<file path="config.mk">
export PLATFORM = sky130hd
export DESIGN_NAME = utf8_text_validator_core_flat
export DESIGN_NICKNAME = d
export VERILOG_FILES = /design/src/rtl/utv_pkg.sv /design/src/rtl/utv_byte_if.sv /design/src/rtl/utv_verdict_if.sv /design/src/rtl/utv_byte_classify.sv /design/src/rtl/utf8_text_validator_core.sv /design/src/flat_wrapper.sv
export SDC_FILE = /design/constraint.sdc
export NUM_CORES = 1
export LEC_CHECK = 0
export BUFFER_PORTS_ARGS = -buffer_cell sky130_fd_sc_hd__buf_2
export CAP_MARGIN = 25
export CORE_ASPECT_RATIO = 1.2
export CORE_UTILIZATION = 30
export CTS_CLUSTER_SIZE = 28
export DETAILED_ROUTE_END_ITERATION = 6
export PLACE_DENSITY = 0.57
export SKIP_CTS_REPAIR_TIMING = 1
export SYNTH_ARGS = -nofsm -noshare
export SYNTH_HDL_FRONTEND = slang
export SYNTH_SLANG_ARGS = --single-unit
</file>
<file path="constraint.sdc">
create_clock -name clk_i -period 1.3 [get_ports clk_i]
set_input_delay 0.065 -clock clk_i [delete_from_list [all_inputs] [get_ports clk_i]]
set_output_delay 0.065 -clock clk_i [all_outputs]
set_load 0.02 [all_outputs]
</file>
<file path="src/rtl/utv_pkg.sv">
package utv_pkg;

  localparam int unsigned ByteW = 8;
  localparam int unsigned PendW = 2;

  // allowed range of the first continuation byte after a lead
  typedef enum logic [2:0] {
    CLS_ANY = 3'd0,  // 80..BF
    CLS_E0  = 3'd1,  // A0..BF
    CLS_ED  = 3'd2,  // 80..9F
    CLS_F0  = 3'd3,  // 90..BF
    CLS_F4  = 3'd4   // 80..8F
  } cls_e;

  localparam logic [ByteW-1:0] CharTab      = 8'h09;
  localparam logic [ByteW-1:0] CharLf       = 8'h0A;
  localparam logic [ByteW-1:0] CharCr       = 8'h0D;
  localparam logic [ByteW-1:0] CtrlLimit    = 8'h20;
  localparam logic [ByteW-1:0] AsciiMax     = 8'h7F;
  localparam logic [ByteW-1:0] Lead2Lo      = 8'hC2;
  localparam logic [ByteW-1:0] Lead2Hi      = 8'hDF;
  localparam logic [ByteW-1:0] Lead3Lo      = 8'hE0;
  localparam logic [ByteW-1:0] Lead3Hi      = 8'hEF;
  localparam logic [ByteW-1:0] Lead4Lo      = 8'hF0;
  localparam logic [ByteW-1:0] Lead4Hi      = 8'hF4;
  localparam logic [ByteW-1:0] LeadSurr     = 8'hED;
  localparam logic [ByteW-1:0] BoundA0      = 8'hA0;
  localparam logic [ByteW-1:0] Bound90      = 8'h90;
  localparam logic [1:0]       ContTag      = 2'b10;

  typedef struct packed {
    logic [PendW-1:0] pending;
    cls_e             cls;
    logic             err_hit;
  } step_t;

endpackage

</file>
<file path="src/rtl/utv_byte_if.sv">
interface utv_byte_if;
  logic       valid;
  logic       ready;
  logic [7:0] byte_value;
  logic       last_byte;

  modport source (output valid, output byte_value, output last_byte, input ready);
  modport sink   (input valid, input byte_value, input last_byte, output ready);
endinterface

</file>
<file path="src/rtl/utv_verdict_if.sv">
interface utv_verdict_if;
  logic valid;
  logic ready;
  logic is_text;

  modport source (output valid, output is_text, input ready);
  modport sink   (input valid, input is_text, output ready);
endinterface

</file>
<file path="src/rtl/utv_byte_classify.sv">
module utv_byte_classify (
  input  logic [utv_pkg::ByteW-1:0] byte_i,
  input  logic [utv_pkg::PendW-1:0] pending_i,
  input  utv_pkg::cls_e             cls_i,
  output utv_pkg::step_t            step_o
);
  import utv_pkg::*;

  logic ctrl_bad;
  logic range_ok;
  logic cont_bad;

  always_comb begin
    ctrl_bad = (byte_i < CtrlLimit) && (byte_i != CharTab) &&
               (byte_i != CharLf) && (byte_i != CharCr);
  end

  always_comb begin
    case (cls_i)
      CLS_E0:  range_ok = (byte_i >= BoundA0);
      CLS_ED:  range_ok = (byte_i < BoundA0);
      CLS_F0:  range_ok = (byte_i >= Bound90);
      CLS_F4:  range_ok = (byte_i < Bound90);
      default: range_ok = 1'b1;
    endcase
  end

  assign cont_bad = (byte_i[7:6] != ContTag) || !range_ok;

  always_comb begin
    step_o.pending = '0;
    step_o.cls     = CLS_ANY;
    step_o.err_hit = ctrl_bad;
    if (pending_i != '0) begin
      // a bad continuation still uses up one expected byte
      step_o.pending = pending_i - PendW'(1);
      step_o.err_hit = ctrl_bad | cont_bad;
    end else if (byte_i <= AsciiMax) begin
      step_o.pending = PendW'(0);
    end else if ((byte_i >= Lead2Lo) && (byte_i <= Lead2Hi)) begin
      step_o.pending = PendW'(1);
    end else if ((byte_i >= Lead3Lo) && (byte_i <= Lead3Hi)) begin
      step_o.pending = PendW'(2);
      if (byte_i == Lead3Lo) begin
        step_o.cls = CLS_E0;
      end else if (byte_i == LeadSurr) begin
        step_o.cls = CLS_ED;
      end
    end else if ((byte_i >= Lead4Lo) && (byte_i <= Lead4Hi)) begin
      step_o.pending = PendW'(3);
      if (byte_i == Lead4Lo) begin
        step_o.cls = CLS_F0;
      end else if (byte_i == Lead4Hi) begin
        step_o.cls = CLS_F4;
      end
    end else begin
      // stray continuation, C0/C1 or F5..FF in lead position
      step_o.err_hit = 1'b1;
    end
  end

endmodule

</file>
<file path="src/rtl/utf8_text_validator_core.sv">
// Checks a byte stream, one byte per item with a last-byte mark, for plain
// UTF-8 text: well-formed sequences (no overlongs, surrogates or code points
// above U+10FFFF) and no control bytes below 0x20 other than tab, LF and CR.
// One verdict item (is_text) is produced per stream, on its last byte; a
// sequence cut off by the last byte fails. A byte is taken every cycle unless
// a last byte is stalled in the input register: each byte is latched there,
// then the one-byte state update runs and, on a last byte, the verdict lands
// in the output register. Only a held verdict whose output is stalled can
// hold back a following last byte, and with it the bytes behind it; other
// bytes keep flowing. State clears after each verdict.
module utf8_text_validator_core (
  input  logic clk_i,
  input  logic rst_ni,
  utv_byte_if.sink      in_i,
  utv_verdict_if.source out_o
);
  import utv_pkg::*;

  logic             in_valid_q;
  logic [ByteW-1:0] in_byte_q;
  logic             in_last_q;

  logic [PendW-1:0] pend_q, pend_d;
  cls_e             cls_q, cls_d;
  logic             err_q, err_d;

  logic out_valid_q, out_valid_d;
  logic is_text_q;

  step_t step;
  logic  out_free;
  logic  s1_go;
  logic  in_take;

  utv_byte_classify u_classify (
    .byte_i    (in_byte_q),
    .pending_i (pend_q),
    .cls_i     (cls_q),
    .step_o    (step)
  );

  assign out_free = !out_valid_q || out_o.ready;
  // only a last byte needs room in the output register
  assign s1_go    = in_valid_q && (!in_last_q || out_free);
  assign in_i.ready = !in_valid_q || s1_go;
  assign in_take  = in_i.valid && in_i.ready;

  always_comb begin
    pend_d = pend_q;
    cls_d  = cls_q;
    err_d  = err_q;
    if (s1_go) begin
      if (in_last_q) begin
        pend_d = '0;
        cls_d  = CLS_ANY;
        err_d  = 1'b0;
      end else begin
        pend_d = step.pending;
        cls_d  = step.cls;
        err_d  = err_q | step.err_hit;
      end
    end
  end

  always_comb begin
    out_valid_d = out_valid_q && !out_o.ready;
    if (s1_go && in_last_q) begin
      out_valid_d = 1'b1;
    end
  end

  always_ff @(posedge clk_i or negedge rst_ni) begin
    if (!rst_ni) begin
      in_valid_q  <= 1'b0;
      pend_q      <= '0;
      cls_q       <= CLS_ANY;
      err_q       <= 1'b0;
      out_valid_q <= 1'b0;
    end else begin
      if (in_take) begin
        in_valid_q <= 1'b1;
      end else if (s1_go) begin
        in_valid_q <= 1'b0;
      end
      pend_q      <= pend_d;
      cls_q       <= cls_d;
      err_q       <= err_d;
      out_valid_q <= out_valid_d;
    end
  end

  always_ff @(posedge clk_i) begin
    if (in_take) begin
      in_byte_q <= in_i.byte_value;
      in_last_q <= in_i.last_byte;
    end
    if (s1_go && in_last_q) begin
      is_text_q <= !(err_q | step.err_hit) && (step.pending == '0);
    end
  end

  assign out_o.valid   = out_valid_q;
  assign out_o.is_text = is_text_q;

endmodule
</file>
<file path="src/flat_wrapper.sv">
// flat-port wrapper written by rule: the top's interface ports become plain ports
module utf8_text_validator_core_flat import utv_pkg::*;
  (clk_i, rst_ni, in_i_valid, in_i_byte_value, in_i_last_byte, in_i_ready, out_o_valid, out_o_is_text, out_o_ready);
  utv_byte_if in_i_i ();
  utv_verdict_if out_o_i ();
  input  logic clk_i;
  input  logic rst_ni;
  input wire logic [$bits(in_i_i.valid)-1:0] in_i_valid;
  input wire logic [$bits(in_i_i.byte_value)-1:0] in_i_byte_value;
  input wire logic [$bits(in_i_i.last_byte)-1:0] in_i_last_byte;
  output wire logic [$bits(in_i_i.ready)-1:0] in_i_ready;
  output wire logic [$bits(out_o_i.valid)-1:0] out_o_valid;
  output wire logic [$bits(out_o_i.is_text)-1:0] out_o_is_text;
  input wire logic [$bits(out_o_i.ready)-1:0] out_o_ready;
  assign in_i_i.valid = in_i_valid;
  assign in_i_i.byte_value = in_i_byte_value;
  assign in_i_i.last_byte = in_i_last_byte;
  assign in_i_ready = in_i_i.ready;
  assign out_o_valid = out_o_i.valid;
  assign out_o_is_text = out_o_i.is_text;
  assign out_o_i.ready = out_o_ready;
  utf8_text_validator_core u_core (.clk_i(clk_i), .rst_ni(rst_ni), .in_i(in_i_i), .out_o(out_o_i));
endmodule
</file>
==> Word level (Yosys, flattened, before mapping) <==
Index checks and enable logic that the tools add are counted.
{ "word_totals": {"register_bits": 18, "in_bits": 13, "wordCells": 81} }
{ "classes": {"n_addsub": 1, "n_lt_le_gt_ge": 12, "n_eq_ne": 12, "n_mux": 22, "bitwise": 2, "reduce_logical": 24} }
{ "ops": {"columns": ["operator", "n"], "rows": [
  ["8-bit greater-or-equal comparator (second input constant)", 5],
  ["8-bit == test (second input constant)", 4],
  ["8-bit less-or-equal comparator (second input constant)", 3],
  ["8-bit by 4-bit != test with 1-bit output (second input constant)", 3],
  ["8-bit < comparator (second input constant)", 2],
  ["2-bit two-way mux", 6],
  ["3-bit two-way mux", 4],
  ["1-bit logical AND", 11],
  ["5-bit two-way mux", 2],
  ["8-bit by 7-bit less-or-equal comparator with 1-bit output (second input constant)", 1],
  ["8-bit by 6-bit < comparator with 1-bit output (second input constant)", 1],
  ["4-bit two-way mux", 2],
  ["1-bit two-way mux", 7],
  ["3-bit by 2-bit == test with 1-bit output (second input constant)", 2],
  ["1-bit logical NOT", 6],
  ["1-bit logical OR", 4],
  ["1-bit one-hot mux with 4 select lines", 1],
  ["2-bit nonzero test", 2],
  ["3-bit by 1-bit == test with 1-bit output (second input constant)", 1],
  ["3-bit == test (second input constant)", 1],
  ["2-bit logical NOT", 1],
  ["2-bit != test (second input constant)", 1],
  ["1-bit bitwise OR", 2],
  ["2-bit by 1-bit subtractor with 2-bit output (second input constant)", 1]
]} }

==> Depth between registers and ports, before layout <==
Gate-level depths: netlist (run 1).
{ "logic_depth": {"word_depth": 12, "ltp_mapped": 5, "mapped_depth_nobuf": 4} }

==> Modules after synthesis <==
Synthesis (run 1) repeated with hierarchy kept, for this count alone.
{ "hier_totals": {"hier_cells": 89, "hier_area_um2": 983.4} }
{ "modules_own_cells": {"columns": ["module", "instances", "cells_each", "area_per_inst_um2"], "rows": [
  ["utf8_text_validator_core", 1, 52, 738.2],
  ["utv_byte_classify", 1, 37, 245.2]
]} }

==> Worst setup path after synthesis (run 1) <==
No wires, ideal clock.
{ "synth_timing": {"kind": "reg2reg", "start": "register u_core.in_byte_q[2]", "end": "register u_core.is_text_q (netlist: u_core.out_o.is_text), data pin", "setup_ns": 0.169, "arrival_ns": 1.245, "slack_ns": -0.113, "stages_incl_launch_ff": 6, "n_path_buf": 1, "path_cell_list": "edfxtp_1 buf_6 nor4_2 or3_1 a31oi_1 nor4b_2"} }
{ "synth_via": {"elab_chain_cells": 12, "word_cells_on_any_way": 39, "classes_between": "12 x order compare; 3 x eq/ne; 11 x mux; 2 x bitwise; 11 x reduce/logical"} }
{ "synth_rtl": {"columns": ["element", "line", "text"], "rows": [
  ["start, declared", "utf8_text_validator_core.sv:20", "logic [ByteW-1:0] in_byte_q;"],
  ["start signal, assigned", "utf8_text_validator_core.sv:94", "in_byte_q <= in_i.byte_value;"],
  ["8-bit by 6-bit < comparator with 1-bit output or 8-bit by 4-bit != test with 1-bit output (tied branches)", "utv_byte_classify.sv:14", "ctrl_bad = (byte_i < CtrlLimit) && (byte_i != CharTab) &&"],
  ["1-bit logical AND (2 in series)", "utv_byte_classify.sv:14", null],
  ["1-bit logical AND", "utv_byte_classify.sv:15", "(byte_i != CharLf) && (byte_i != CharCr);"],
  ["1-bit two-way mux", "utv_byte_classify.sv:49", "end else if ((byte_i >= Lead4Lo) && (byte_i <= Lead4Hi)) begin"],
  ["1-bit two-way mux", "utv_byte_classify.sv:42", "end else if ((byte_i >= Lead3Lo) && (byte_i <= Lead3Hi)) begin"],
  ["4-bit two-way mux", "utv_byte_classify.sv:40", "end else if ((byte_i >= Lead2Lo) && (byte_i <= Lead2Hi)) begin"],
  ["4-bit two-way mux", "utv_byte_classify.sv:38", "end else if (byte_i <= AsciiMax) begin"],
  ["1-bit two-way mux", "utv_byte_classify.sv:34", "if (pending_i != '0) begin"],
  ["1-bit bitwise OR", "utf8_text_validator_core.sv:98", "is_text_q <= !(err_q | step.err_hit) && (step.pending == '0);"],
  ["1-bit logical NOT", "utf8_text_validator_core.sv:98", null],
  ["1-bit logical AND *", "utf8_text_validator_core.sv:98", null],
  ["end signal, assigned", "utf8_text_validator_core.sv:98", null],
  ["end, declared", "utf8_text_validator_core.sv:28", "logic is_text_q;"]
]} }
Mark *: on every way between the ends. The rest lies on a longest branch, timed or not.
A chain may end at the register's enable or synchronous reset.

==> Worst setup path after layout (run 1) <==
{ "layout_timing": {"start": "register u_core.in_byte_q[4]", "end": "register u_core.is_text_q (netlist: u_core.out_o.is_text), data pin"} }
Same word-level chain as after synthesis.

==> results.ini, run 1 <==
[finish]
nFillCells=258
syn_to_final_growth_pct=52.3
final_cells=166
fin_util_pct=48.8
final_area_um2=1390
antenna_cells=0
nNetsFinal=146
layout-drive-gt1-share_pct=40.9

[synth]
yosys_warnings=0
synthArstFlopShare_pct=44.4
netlist_area_um2=910
ys_ff_latch=18
synth_top_flop_cell=edfxtp_1
seq_area_frac_synth_pct=55.0
syn_nets=94
synth.avg_cell_area_um2=11.2
postSynthCellCount=81
yosysUniqueCellTypes=34
synth_edf_count=10

[clock_network]
cts_max_level=1
clock_latency_ns=0.29
cts_made_buffers=3
cts_tree=done
path_clk_slew_ns=0.10
cts.root.buffer_cell=clkbuf_4
clkSinkCount=18
clock_path_buffers=2

[drt]
detail-route-antenna-nets=0
drc_errors=0
drt-wirelength-per-cell_um=12.2
via_per_inst=4.84
dr.pass1.iters=4
finalWirelength_um=2020
num_vias=804
dr.first_iter.drc_count=24

[floorplanning]
die_h_um=62.3
core-area_um2=2840
rows=21
die-area_um2=3260
ios=16
start_util_pct=32.1
die_w_um=52.3

[sta]
max_freq_ghz=0.665
worstMarginPinSlew_ns=0.322
finalHoldViolCount=0
rsz0062_at_grt=true
period_share_pct=116
clock_skew_ns=0.00209
finalWorstSetupSlack_ns=-0.204
setup_tns_ns=-0.708
drv_slew=0
setup_viol=6
hold_slack_ns=0.0183
max_slew_margin_pct=78.5
fin_crit_ns=1.50

[status]
violations=negative setup slack
status=finished with violations

[global_routing]
grt_pass1_vias=787
grt.overflow.total=0
grt_use_total_pct=13.1
grt_max_degree=11
antenna_found_initial=0
grt_pass1_wl_um=3110

[placement]
portBuffers=15
place_inst=149
dp_hpwl_um=1510
place_ws_ns=-0.204
placed_area_um2=1180
finalWeightedCongestion=0.873

[critical_path]
critical_path.endpoint_type=flop
worstPathArrival_ns=1.55
path_max_fanout=6
cp-start-kind=flop
required_ns=1.35
path_class=reg -> reg

[pwr]
vdd_drop_max_mv=0.678
total_power_mw=1.27
leakage_nw=0.562
power_density_nw_per_um2=913

[flow_run]
drv_cap=0

[worst_hold_path]
hp-class=in -> reg

[flip-flops by register name, summed over array words and instances, names as in the netlist]
| register | cells |
|---|---|
| u_core.in_valid_q | 1 |
| u_core.in_byte_q | 8 |
| u_core.out_o.is_text | 1 |
| u_core.in_last_q | 1 |
| u_core.out_o.valid | 1 |
| u_core.cls_q | 3 |
| u_core.pend_q | 2 |
| u_core.err_q | 1 |
[worst max-delay path, cell delays in order (launching register included)]
cell,delay [ns]
edfxtp_1,0.44
buf_4,0.16
nor4_4,0.04
or3_4,0.40
a31oi_4,0.16
nor4b_2,0.06
[routing by layer]
metal | up-vias | track usage (%) | wire [um]
met1 | 370 | 12.9 | 786
met5 | - | 0 | 0
li1 | 410 | - | -
met2 | 18 | 23.2 | 1110
met3 | 6 | 1.23 | 45
met4 | 0 | 10.9 | 75
[path summary, 6_finish.rpt]
path / slack (ns) / start / endpoint / cells past startpoint
setup reg to reg: -0.20 / u_core.in_byte_q[4]$_DFFE_PP_ / u_core.out_o.is_text$_DFFE_PP_ / 5
max in group asynchronous: 1.00 / rst_ni / u_core.cls_q[2]$_DFFE_PN0P_ / 2
hold / removal: 0.02 / out_o_ready / u_core.out_o.valid$_DFF_PN0_ / 2
setup / recovery: -0.20 / u_core.in_byte_q[4]$_DFFE_PP_ / u_core.out_o.is_text$_DFFE_PP_ / 5
min in group asynchronous: 0.14 / rst_ni / u_core.err_q$_DFFE_PN0P_ / 2
hold reg to reg: 0.57 / u_core.cls_q[2]$_DFFE_PN0P_ / u_core.cls_q[2]$_DFFE_PN0P_ / 2
[placed cells by master (no fill, tap or decap), drive strengths merged]
cell | Yosys | layout
o22a | 1 | 1
a21oi | 2 | 2
xnor2 | 1 | 1
clkbuf | 0 | 4
nor4bb | 1 | 1
nor3 | 1 | 1
dlygate4sd3 | 0 | 11
and2 | 1 | 1
edfxtp | 10 | 10
a31oi | 4 | 4
nand2b | 2 | 2
nor2b | 4 | 4
nor4 | 1 | 1
buf | 2 | 38
nor4b | 2 | 2
nand4 | 1 | 1
a22o | 2 | 2
and3 | 1 | 1
o21ai | 5 | 5
o211ai | 1 | 1
dfrtp | 8 | 8
nand2 | 9 | 9
o22ai | 1 | 1
nand3 | 3 | 3
o311ai | 1 | 1
nor3b | 2 | 2
nor2 | 5 | 5
nand4b | 1 | 1
or3 | 2 | 2
a31o | 1 | 1
o31ai | 2 | 2
inv | 3 | 3
a211oi | 1 | 1
[cell usage after synthesis (3+ instances only)]
cell      number  area [um2]
a31oi_1        4        25.0
dfrtp_1        8         200
edfxtp_1      10         300
inv_1          3        11.3
nand2_1        9        33.8
nand3_1        3        15.0
nor2_1         5        18.8
nor2b_1        4        25.0
o21ai_0        5        25.0
[where the power goes]
part           leakage, nW  total (mW)  internal (mW)  switching, mW
Clock               0.0210       0.336          0.171          0.166
Sequential           0.203       0.669          0.642         0.0271
Combinational        0.337       0.260          0.146          0.114
Total                0.562        1.27          0.958          0.307
[cell families (layout without fill, tap and decap cells)]
kind of cell    after synthesis  after routing  synth area share, %
flops                        18             18                 55.0
compound gates               21             21                 17.5
simple gates                 36             36                 23.2
buf+inv                       5             56                 3.30
xor+xnor                      1              1                0.963
[cell type report]
class	count	area (um2)	area share (%)
Clock buffer	4	36.3	2.62
Inverter	3	11.3	0.813
Multi-Input combinational cell	58	437	31.5
Sequential cell	18	500	36.1
Tap cell	34	42.5	3.07
Timing Repair Buffer	49	358	25.8
Power figures use the tool's default switching activity.
==> run 2, diff against run 1 <==
--- a/config.mk
+++ b/config.mk
@@ -8,10 +8,11 @@
 export BUFFER_PORTS_ARGS = -buffer_cell sky130_fd_sc_hd__buf_2
 export CAP_MARGIN = 25
 export CORE_ASPECT_RATIO = 1.2
-export CORE_UTILIZATION = 30
+export CORE_UTILIZATION = 48
 export CTS_CLUSTER_SIZE = 28
 export DETAILED_ROUTE_END_ITERATION = 6
-export PLACE_DENSITY = 0.57
+export PLACE_DENSITY = 0.8
+export RECOVER_POWER = 25
 export SKIP_CTS_REPAIR_TIMING = 1
 export SYNTH_ARGS = -nofsm -noshare
 export SYNTH_HDL_FRONTEND = slang
==> results.ini, run 2 (synthesis results as in run 1) <==
[global_routing]
grt_pass1_wl_um=3580
grt.overflow.total=0
grt_use_total_pct=24.0
grt_max_degree=11
grt_pass1_vias=838
antenna_found_initial=0

[clock_network]
clock_latency_ns=0.32
cts.root.buffer_cell=clkbuf_4
cts_tree=done
clkSinkCount=18
clock_path_buffers=2
path_clk_slew_ns=0.11
cts_made_buffers=3
cts_max_level=1

[sta]
period_share_pct=118
worstMarginPinSlew_ns=0.444
fin_crit_ns=1.54
setup_viol=6
setup_tns_ns=-0.934
drv_slew=0
max_slew_margin_pct=70.4
hold_slack_ns=0.179
clock_skew_ns=0.00128
finalHoldViolCount=0
rsz0062_at_grt=true
finalWorstSetupSlack_ns=-0.239
max_freq_ghz=0.650

[drt]
dr.pass1.iters=4
detail-route-antenna-nets=0
num_vias=898
finalWirelength_um=2860
drt-wirelength-per-cell_um=19.8
via_per_inst=6.19
dr.first_iter.drc_count=39
drc_errors=0

[finish]
fin_util_pct=79.4
regMostFlops=u_core.in_byte_q
largest_reg_flops=8
layout-drive-gt1-share_pct=41.7
nNetsFinal=141
antenna_cells=0
final_cells=145
final_area_um2=1350
layout_common_cells=buf_4 (17), buf_2 (14), dlygate4sd3_1 (12)
syn_to_final_growth_pct=48.6
mostFrequentLayoutCell=buf_4
top_regs=u_core.in_byte_q (8), u_core.cls_q (3), u_core.pend_q (2)

[critical_path]
cp_slowest_cell=edfxtp_1
required_ns=1.46
crit_chain=buf_4 > nor2b_2 > o21ai_0 > a21oi_1 > nor4b_2
ff2ff_setup_slack_ns=-0.24
path_class=reg -> reg
path_max_fanout=6
critical_path.endpoint_type=flop
cpPeakStageDelay_ns=0.50
reg2regPathDepth=5
cp-start-kind=flop
rr_endpoint=u_core.out_o.is_text$_DFFE_PP_
worstPathArrival_ns=1.70
worstReg2RegStart=u_core.in_byte_q[4]$_DFFE_PP_

[pwr]
sw_frac_of_total_pct=27.8
p_int_mw=0.947
p_seq_share_pct=52.0
p_clk_share_pct=28.6
p_sw_mw=0.365
leakage_nw=0.538
combinationalPowerShare_pct=19.4
vdd_drop_max_mv=0.873
total_power_mw=1.31
power_density_nw_per_um2=971

[floorplanning]
die_w_um=41.7
ios=16
start_util_pct=53.5
core-area_um2=1700
rows=16
die_h_um=49.7
die-area_um2=2070

[worst_hold_path]
hp-class=in -> async

[placement]
dp_hpwl_um=1660
finalWeightedCongestion=0.957
place_inst=127
portBuffers=15
place_ws_ns=-0.224
placed_area_um2=1120

[status]
violations=negative setup slack
status=finished with violations

[flow_run]
drv_cap=0

==> run 2: power groups by stage <==
stage,clock (mW),sequential [mW],combinational (mW)
after floorplan,0,0.687,0.105
after global placement,0,0.685,0.187
after detailed placement,0,0.689,0.197
after CTS,0.369,0.677,0.198
after global routing,0.387,0.685,0.268
final,0.375,0.683,0.255
==> run 2: worst max-delay path by stage <==
stage,from,endpoint,cells past startpoint
6_report,u_core.in_byte_q[4]$_DFFE_PP_,u_core.out_o.is_text$_DFFE_PP_,5
5_1_grt,u_core.in_byte_q[3]$_DFFE_PP_,u_core.cls_q[1]$_DFFE_PN0P_,5
4_1_cts,u_core.in_byte_q[2]$_DFFE_PP_,u_core.out_o.is_text$_DFFE_PP_,4
2_1_floorplan,u_core.in_byte_q[4]$_DFFE_PP_,u_core.out_o.is_text$_DFFE_PP_,5
3_5_place_dp,u_core.in_byte_q[2]$_DFFE_PP_,u_core.out_o.is_text$_DFFE_PP_,4
3_3_place_gp,u_core.in_byte_q[2]$_DFFE_PP_,u_core.out_o.is_text$_DFFE_PP_,4
==> run 2: cell type report <==
| class | instances | area, um2 |
|---|---|---|
| Sequential cell | 18 | 502 |
| Multi-Input combinational cell | 58 | 458 |
| Fill cell | 89 | 350 |
| Timing Repair Buffer | 44 | 322 |
| Clock buffer | 4 | 36.3 |
| Tap cell | 18 | 22.5 |
| Inverter | 3 | 11.3 |
==> run 2: worst max-delay path: cells and delay by family (launching register included) <==
kind                   cells  cell delay, ns
and+or+nand+nor            2            0.35
buffers and inverters      1            0.21
AOI/OAI and AO/OA          2            0.32
DFF                        1            0.50
==> run 2: routing by layer <==
metal | track usage, % | share of wire, % | vias to the layer above | routed length, um
li1 | - | - | 402 | -
met1 | 25.4 | 34 | 412 | 983
met2 | 40.6 | 53 | 63 | 1510
met3 | 5.86 | 6.8 | 21 | 196
met4 | 17.7 | 6.1 | 0 | 175
met5 | 0 | 0 | - | 0
==> run 3, diff against run 2 <==
--- a/config.mk
+++ b/config.mk
@@ -5,12 +5,14 @@
 export SDC_FILE = /design/constraint.sdc
 export NUM_CORES = 1
 export LEC_CHECK = 0
+export ABC_AREA = 1
 export BUFFER_PORTS_ARGS = -buffer_cell sky130_fd_sc_hd__buf_2
 export CAP_MARGIN = 25
-export CORE_ASPECT_RATIO = 1.2
+export CORE_ASPECT_RATIO = 1.4
 export CORE_UTILIZATION = 48
 export CTS_CLUSTER_SIZE = 28
 export DETAILED_ROUTE_END_ITERATION = 6
+export GPL_TIMING_DRIVEN = 0
 export PLACE_DENSITY = 0.8
 export RECOVER_POWER = 25
 export SKIP_CTS_REPAIR_TIMING = 1
==> results.ini, run 3 <==
[synth]
synth_edf_count=10
ys_top_cells_by_area=edfxtp_1 (32%), dfrtp_1 (21%), nand2_1 (12%)
syn_nets=125
synthArstFlopShare_pct=44.4
seq_area_frac_synth_pct=52.7
yosysUniqueCellTypes=20
synth_common_cells=nand2_1 (30), inv_1 (16), nor2_1 (15)
yosys_warnings=0
ys_ff_latch=18
netlist_area_um2=950
postSynthCellCount=112
synth_top_area_share_pct=31.6
yosysMostFrequentCell=nand2_1
synth_top_flop_cell=edfxtp_1
synth.avg_cell_area_um2=8.48
yosysTopAreaCell=edfxtp_1

[critical_path]
cp-start-kind=flop
ff2ff_setup_slack_ns=-0.12
rr_endpoint=u_core.out_o.is_text$_DFFE_PP_
critical_path.endpoint_type=flop
reg2regPathDepth=7
path_class=reg -> reg
path_max_fanout=4
worstPathArrival_ns=1.49
worstReg2RegStart=u_core.in_byte_q[6]$_DFFE_PP_
required_ns=1.37

[pwr]
vdd_drop_max_mv=0.995
power_density_nw_per_um2=1090
leakage_nw=0.599

[placement]
place_inst=147
dp_hpwl_um=1350
finalWeightedCongestion=0.932
portBuffers=15

[finish]
layout-drive-gt1-share_pct=31.5
antenna_cells=0
mostFrequentLayoutCell=nand2_1
final_cells=166
syn_to_final_growth_pct=30.3
nFillCells=136
nNetsFinal=160
top_regs=u_core.in_byte_q (8), u_core.cls_q (3), u_core.pend_q (2)
layout_common_cells=nand2_1 (28), inv_1 (14), buf_2 (14)
largest_reg_flops=8
regArea_um2=502
multi_input_area_um2=402
regMostFlops=u_core.in_byte_q

[clock_network]
clkSinkCount=18
cts.root.buffer_cell=clkbuf_4
cts_made_buffers=3
path_clk_slew_ns=0.11
cts_tree=done
clock_path_buffers=2
clock_latency_ns=0.30
cts_max_level=1

[global_routing]
grt_pass1_wl_um=2970
antenna_found_initial=0
grt_pass1_vias=768
grt_use_total_pct=21.0
grt.overflow.total=0
grt_max_degree=11

[flow_run]
drv_cap=0

[floorplanning]
core-area_um2=1800
die_h_um=54.6
ios=16
start_util_pct=52.7
die_w_um=39.6
rows=18
die-area_um2=2160

[drt]
finalWirelength_um=2360
num_vias=898
drt-wirelength-per-cell_um=14.2
via_per_inst=5.41
dr.pass1.iters=5
dr.first_iter.drc_count=26
drc_errors=0
detail-route-antenna-nets=0

[sta]
worstMarginPinSlew_ns=0.548
finalHoldViolCount=0
setup_tns_ns=-0.196
rsz0062_at_grt=true
fin_crit_ns=1.42
clock_skew_ns=0.00927
finalWorstSetupSlack_ns=-0.125
period_share_pct=110
max_freq_ghz=0.702
setup_viol=3
drv_slew=0
max_slew_margin_pct=63.5

[worst_hold_path]
hold_depth=4
hold_end=u_core.out_o.valid$_DFF_PN0_
hp-start=out_o_ready
hp-class=in -> reg

[status]
violations=negative setup slack
status=finished with violations

run 3: critical path: stages, from the launching register on:
cell and delay [ns]:
edfxtp_1 0.43, nand2_2 0.13, inv_2 0.08, nand3_1 0.22
nand3_2 0.16, nand2_2 0.07, nand2_1 0.06, nor2_1 0.04
run 3: power breakdown:
part | total, mW | switching, mW | internal, mW | leakage, nW
Clock | 0.296 | 0.184 | 0.112 | 0.0154
Sequential | 0.711 | 0.0486 | 0.663 | 0.202
Combinational | 0.344 | 0.199 | 0.145 | 0.382
run 3: kinds of logic (layout without fill, tap and decap cells):
family | after synthesis | count (layout) | share of synthesized area [%]
DFF | 18 | 18 | 52.7
buffers and inverters | 19 | 53 | 7.51
AOI/OAI and AO/OA | 13 | 13 | 10.3
and+or+nand+nor | 62 | 62 | 29.5
run 3: cell type report:
class	count	area share, %
clock buffer	3	1.82
clock inverter	1	0.303
inverter	19	5.76
multi-input combinational	75	32.5
sequential	18	40.5
tap	20	2.02
timing repair buffer	30	17.1
run 3: worst max-delay path by stage:
stage	depth (start not counted)	slack [ns]	startpoint	endpoint
after floorplan	3	0.04	u_core.out_o.valid$_DFF_PN0_	u_core.in_byte_q[0]$_DFFE_PP_
after global placement	8	-0.06	u_core.in_byte_q[1]$_DFFE_PP_	u_core.out_o.is_text$_DFFE_PP_
after detailed placement	8	-0.06	u_core.in_byte_q[1]$_DFFE_PP_	u_core.out_o.is_text$_DFFE_PP_
after CTS	8	-0.08	u_core.in_byte_q[1]$_DFFE_PP_	u_core.out_o.is_text$_DFFE_PP_
after global routing	9	-0.20	u_core.in_byte_q[2]$_DFFE_PP_	u_core.out_o.is_text$_DFFE_PP_
final	7	-0.12	u_core.in_byte_q[6]$_DFFE_PP_	u_core.out_o.is_text$_DFFE_PP_
run 3: metal layers:
layer  global-route usage [%]  share of wire (%)
met1                     22.9                 36
met2                     35.5                 55
met3                     3.66                4.7
met4                     14.9                3.7
met5                        0                  0
run 3: per-stage QoR:
stage	util [%]	worst slack (ns)	cell area, um2	hold WS, ns	power, mW
after floorplan	-	0.0430	951	-0.231	0.921
after global placement	58.3	-0.0562	1050	-0.0714	0.985
after detailed placement	58.3	-0.0586	1050	-0.0671	0.995
after CTS	59.8	-0.0846	1080	-0.398	1.28
after global routing	68.7	-0.198	1240	0.0335	1.42
final	68.7	-0.125	1240	0.0200	1.35
